`src/rtl/set_assoc_writeback_lru_cache_top_macros.svh`:
```
// Assertion macros for the set-associative write-back LRU cache.
`ifndef SET_ASSOC_WRITEBACK_LRU_CACHE_TOP_MACROS_SVH
`define SET_ASSOC_WRITEBACK_LRU_CACHE_TOP_MACROS_SVH

// Consequent must hold in the same cycle as the antecedent.
`define SAWLC_ASSERT_NOW(label, clk, rst, ante, cons, msg) \
   label: assert property (@(posedge clk) disable iff (rst) (ante) |-> (cons)) \
      else $error(msg);

// Consequent must hold in the cycle after the antecedent.
`define SAWLC_ASSERT_NEXT(label, clk, rst, ante, cons, msg) \
   label: assert property (@(posedge clk) disable iff (rst) (ante) |=> (cons)) \
      else $error(msg);

`endif

```
`src/rtl/sawlc_pkg.sv`:
```
// Shared types, constants and helper functions of the LRU cache tag store.
package sawlc_pkg;

   localparam int WAYS_DEF        = 2;
   localparam int SETS_DEF        = 1024;
   localparam int BLOCK_BYTES_DEF = 32;
   localparam int ADDR_BITS_DEF   = 32;

   localparam int PENALTY_W = 10;
   localparam int CYCLES_W  = 11;
   localparam int CNT_W     = 32;
   localparam int ADDER_W   = 4;

   localparam logic [PENALTY_W-1:0] PENALTY_RST = PENALTY_W'(30);
   localparam logic [CYCLES_W-1:0]  EVICT_EXTRA = CYCLES_W'(2);

   typedef enum logic [1:0] {
      ST_CLEAR,
      ST_IDLE,
      ST_LOOKUP
   } state_type;

   typedef struct packed {
      logic clear_en;
      logic lookup_en;
      logic commit_en;
   } ctrl_cmd_type;

   typedef struct packed {
      logic clear_last;
      logic out_free;
   } dp_status_type;

   function automatic int floor_log2(input int v);
      int n;
      n = 0;
      for (int i = 0; i < 31; i++) begin
         if ((v >> (i + 1)) != 0) begin
            n = i + 1;
         end
      end
      return n;
   endfunction

   // Extra fill cycles charged for the line size.
   function automatic logic [ADDER_W-1:0] block_adder(input int bytes);
      logic [ADDER_W-1:0] r;
      case (bytes)
         16:      r = ADDER_W'(0);
         32:      r = ADDER_W'(2);
         64:      r = ADDER_W'(6);
         128:     r = ADDER_W'(12);
         default: r = ADDER_W'(0);
      endcase
      return r;
   endfunction

   function automatic logic [CNT_W-1:0] sat_add(input logic [CNT_W-1:0] a,
                                                input logic [CYCLES_W-1:0] b);
      logic [CNT_W:0] s;
      s = {1'b0, a} + (CNT_W + 1)'(b);
      return s[CNT_W] ? {CNT_W{1'b1}} : s[CNT_W-1:0];
   endfunction

endpackage

```
`src/rtl/sawlc_ctrl.sv`:
```
// Sequencer of the cache tag store: clear pass, accept, lookup and commit.
module sawlc_ctrl (
   input  logic                     clock,
   input  logic                     reset,
   input  logic                     req_valid,
   output logic                     req_stall,
   input  sawlc_pkg::dp_status_type status,
   output sawlc_pkg::ctrl_cmd_type  cmd
);

   sawlc_pkg::state_type state_ff, state_in;

   always_ff @(posedge clock) begin
      if (reset) begin
         state_ff <= sawlc_pkg::ST_CLEAR;
      end else begin
         state_ff <= state_in;
      end
   end

   always_comb begin
      state_in = state_ff;
      case (state_ff)
         sawlc_pkg::ST_CLEAR: begin
            if (status.clear_last) state_in = sawlc_pkg::ST_IDLE;
         end
         sawlc_pkg::ST_IDLE: begin
            if (req_valid) state_in = sawlc_pkg::ST_LOOKUP;
         end
         sawlc_pkg::ST_LOOKUP: begin
            if (status.out_free) state_in = sawlc_pkg::ST_IDLE;
         end
         default: state_in = sawlc_pkg::ST_CLEAR;
      endcase
   end

   always_comb begin
      cmd       = '0;
      req_stall = 1'b1;
      case (state_ff)
         sawlc_pkg::ST_CLEAR: begin
            cmd.clear_en = 1'b1;
         end
         sawlc_pkg::ST_IDLE: begin
            req_stall     = 1'b0;
            cmd.lookup_en = req_valid;
         end
         sawlc_pkg::ST_LOOKUP: begin
            cmd.commit_en = status.out_free;
         end
         default: begin
            cmd = '0;
         end
      endcase
   end

endmodule

```
`config.mk`:
```
export PLATFORM = sky130hd
export DESIGN_NAME = sawlc_ctrl
export DESIGN_NICKNAME = d
export VERILOG_FILES = /design/src/rtl/set_assoc_writeback_lru_cache_top_macros.svh /design/src/rtl/sawlc_pkg.sv /design/src/rtl/sawlc_ctrl.sv
export SDC_FILE = /design/constraint.sdc
export NUM_CORES = 1
export LEC_CHECK = 0
export ABC_AREA = 1
export BUFFER_PORTS_ARGS = -buffer_cell sky130_fd_sc_hd__buf_2
export CORE_AREA = 2 2 39 41
export DETAILED_ROUTE_END_ITERATION = 12
export DIE_AREA = 0 0 41 43
export GPL_TIMING_DRIVEN = 0
export MAX_ROUTING_LAYER = met4
export PLACE_DENSITY = 0.3
export SLEW_MARGIN = 20
export SYNTH_ARGS = -nofsm -noshare
export SYNTH_HDL_FRONTEND = slang
export SYNTH_SLANG_ARGS = --single-unit
```
`constraint.sdc`:
```
create_clock -name clock -period 0.8 [get_ports clock]
set_clock_uncertainty 0.05 [all_clocks]
set_input_delay 0.12 -clock clock [delete_from_list [all_inputs] [get_ports clock]]
set_output_delay 0.12 -clock clock [all_outputs]
set_load 0.1 [all_outputs]
```
* Word level (Yosys, flattened, before mapping) *
Index checks and enable logic that the tools add are counted.

word-level totals
  register bits = 2
  output and inout bits = 4
  word-level logic and storage cells = 16

operators by class
  eq/ne operators = 5
  mux-type cells = 8
  reductions and logical operators = 2

operators with widths
  kind                                                             count
  2-bit 2-to-1 mux                                                 3
  2-bit inequality test, second input constant                     3
  2-bit case mux with 3 select lines                               1
  1-bit 2-to-1 mux                                                 4
  3-bit AND reduction                                              1
  2-bit by 1-bit == test with 1-bit output, second input constant  1
  2-bit == test, second input constant                             1
  2-bit zero test                                                  1

* Logic depth before layout (Yosys ltp) *
  word-level depth = 3
  gate-level depth with buffers = 5

* Worst setup path before layout *
No wires, ideal clock.

  path type = register to output
  start = reg state_ff[1]
  end = out cmd[0] (netlist name)
  data arrival time = 2.473 ns
  data required time = 0.630 ns
  path slack = -1.843 ns
  cell stages (with the launch flop) = 3
  path buffers = 0
  cells stage by stage = dfxtp_1 -> inv_1 -> nor3_1

RTL lines
  what                      line              text
  start: declaration        sawlc_ctrl.sv:11  sawlc_pkg::state_type state_ff, state_in;
  start signal: assignment  sawlc_ctrl.sv:15  state_ff <= sawlc_pkg::ST_CLEAR;
  start signal: assignment  sawlc_ctrl.sv:17  state_ff <= state_in;
  end: declaration          sawlc_ctrl.sv:8   output sawlc_pkg::ctrl_cmd_type cmd

==> impl_metrics.json <==
{
  "status": "complete, but fails checks",
  "violations": "setup timing",
  "ys_ff_latch": 2,
  "gp_congestion": 0.6359,
  "drc": 0,
  "firstDrtPassIters": 1,
  "hp-class": "in2reg",
  "synth.area.mux_share_pct": 0,
  "holdWs_ns": 0.02394,
  "critPathCaptureType": "output port",
  "synth_top_family_by_area": "simple AND/OR/NAND/NOR gates",
  "numCtsBuffers": 3,
  "die_x_um": 41,
  "synth_top_area_cell": "dfxtp_1",
  "cap_violations": 0,
  "syn_nets": 25,
  "area_delta_synth_final_pct": 185.6,
  "synth-compound-area-share_pct": 4.124,
  "synth_area_per_cell_um2": 6.068,
  "insertedDiodeCount": 0,
  "synth_edf_count": 0,
  "post_dp_cell_area_um2": 203.9,
  "drt-total-wl_um": 412,
  "tightest_slew_ns": 0.1760,
  "grt-ovfl-total": 0,
  "grt_pass1_wl_um": 738,
  "min_to": "state_ff[1]$_SDFFE_PP0P_",
  "rows": 14,
  "cp_slowest_cell": "dfxtp_4",
  "grt_pass1_vias": 194,
  "clock_path_buffers": 2,
  "final_area_um2": 346.6,
  "path_cells": "nor3_4 -> buf_12",
  "wire_per_inst_um": 8.408,
  "hold_viol": 0,
  "synth_warnings": 0,
  "synth_top_cells_by_count": "nand2_1, inv_1",
  "reg2reg_from": "state_ff[0]$_SDFFE_PP0P_",
  "synth_most_common_cell": "nand2_1",
  "path_buf_inv": 1,
  "cp-start-kind": "flip-flop",
  "ir_drop_mv": 0.6539,
  "clkLatencyLatePin_ns": 0.22,
  "cts.sinks": 2,
  "synthFlopType": "dfxtp_1",
  "ios": 9,
  "start_util_pct": 8.770,
  "r2r-end": "state_ff[0]$_SDFFE_PP0P_",
  "hold-path-cell-count": 2,
  "r2r_cells": 6,
  "fin_crit_sh_pct": 148.0,
  "cp-startpoint": "state_ff[0]$_SDFFE_PP0P_",
  "cts_tree": "yes",
  "rsz0062_at_grt": "true",
  "leakage_nw": 0.1434,
  "syn-cell-area_um2": 121.4,
  "synth_cells": 20,
  "fin_nets": 40,
  "synthSimpleGateAreaFrac_pct": 47.42,
  "top_regs": "state_ff x2",
  "multi_input_area_um2": 110.1,
  "setup_viol": 6,
  "port_buffers": 8,
  "ant_nets": 0,
  "htreeDepth": 1,
  "regMostFlops": "state_ff",
  "period_needed_ns": 1.184,
  "path_clk_slew_ns": 0.03,
  "ff2ff_setup_slack_ns": -0.16,
  "synthTopCellsByArea": "dfxtp_1, nand2_1, nor2_2, inv_1, nand3_1",
  "num_vias": 165,
  "synth_top_area_share_pct": 32.99,
  "setup_ws_ns": -0.3842,
  "path_class": "reg2out",
  "grtUsageTotal_pct": 6.776,
  "die_y_um": 43,
  "synth_xor_area_share_pct": 0,
  "drive_gt1_share_pct": 75.76,
  "fillCellCount": 156,
  "initialDrtViolationCount": 0,
  "cp.required_ns": 0.63,
  "path_max_fanout": 6,
  "largest_register_ffs": 2,
  "synthArstFlopShare_pct": 0,
  "ys_seq_area_share_pct": 32.99,
  "path_delay_family": "flip-flops",
  "cpPeakStageDelay_ns": 0.37,
  "worstPathArrival_ns": 1.01,
  "p_per_area_nw_per_um2": 1966,
  "fmax_ghz": 0.8445,
  "viasPerCell": 3.367,
  "relSlewSlack_pct": 88.23,
  "cts_hold_buf": 0,
  "grt_max_degree": 7,
  "synth_fa_ha_area_share_pct": 0,
  "place_ws_ns": -0.4667,
  "antenna_found_initial": 0,
  "min_from": "reset",
  "die_area_um2": 1763,
  "register_area_um2": 47.55,
  "core_area_um2": 1384,
  "finalMaxSlewViolations": 0,
  "cts_root_buf": "clkbuf_4",
  "yosysUniqueCellTypes": 10
}
[how the worst max path moves through the flow]
stage	end	slack [ns]	cells past startpoint
3_3_place_gp	cmd[1]	-0.46	3
6_report	cmd[0]	-0.38	2
3_5_place_dp	cmd[1]	-0.47	3
5_1_grt	cmd[0]	-0.41	2
4_1_cts	cmd[0]	-0.40	2
2_1_floorplan	cmd[0]	-0.53	1
[cell type report]
type                       count  area share, %
clock buffer                   3          6.498
inverter                       5          7.942
multi-input combinational     13          31.77
sequential                     2          13.72
tap                           16          5.776
timing repair buffer          10          34.30
[power breakdown]
group	switching, mW	internal (mW)	total, mW
Sequential	0.0224	0.109	0.132
Clock	0.0540	0.165	0.219
Combinational	0.204	0.126	0.331
Total	0.281	0.401	0.682
[metrics by stage]
step,power [mW],util [%],instances,setup TNS (ns)
2_1_floorplan,0.3117,-,20,-2.005
3_3_place_gp,0.3440,14.74,44,-1.404
3_5_place_dp,0.3461,14.74,44,-1.502
4_1_cts,0.7033,24.68,50,-1.660
5_1_grt,0.7213,25.05,49,-1.787
6_report,0.6815,25.05,49,-1.544
[timing repair]
action                                  4_1_cts  5_1_grt
endpoints found under the setup margin        6        6
gates cloned                                  0        0
hold endpoints to repair                      0        0
gates resized for setup                      25        4
setup buffers                                 3        0
pin swaps                                     4        3
[cells by family (layout without fill, tap and decap cells)]
logic type | count (synthesis) | after routing
AOI/OAI and AO/OA | 1 | 1
buffers and inverters | 5 | 18
DFF | 2 | 2
and+or+nand+nor | 12 | 12
[per-layer routing]
| layer | track usage (%) | wire length, µm |
|---|---|---|
| met2 | 7.500 | 197 |
| met4 | 8.000 | 0 |
| met5 | - | 0 |
| met3 | 2.094 | 50 |
| met1 | 8.307 | 164 |
[cell usage in the layout (no fill, tap or decap), drive strengths merged]
| cell type | Yosys | final |
|---|---|---|
| dfxtp | 2 | 2 |
| clkinv | 2 | 2 |
| inv | 3 | 2 |
| nand3 | 2 | 2 |
| clkbuf | 0 | 3 |
| buf | 0 | 10 |
| clkinvlp | 0 | 1 |
| a21oi | 1 | 1 |
| nor3 | 1 | 1 |
| nor2 | 3 | 3 |
| nand3b | 1 | 1 |
| nand2 | 5 | 5 |
(Power assumes the default switching activity.)
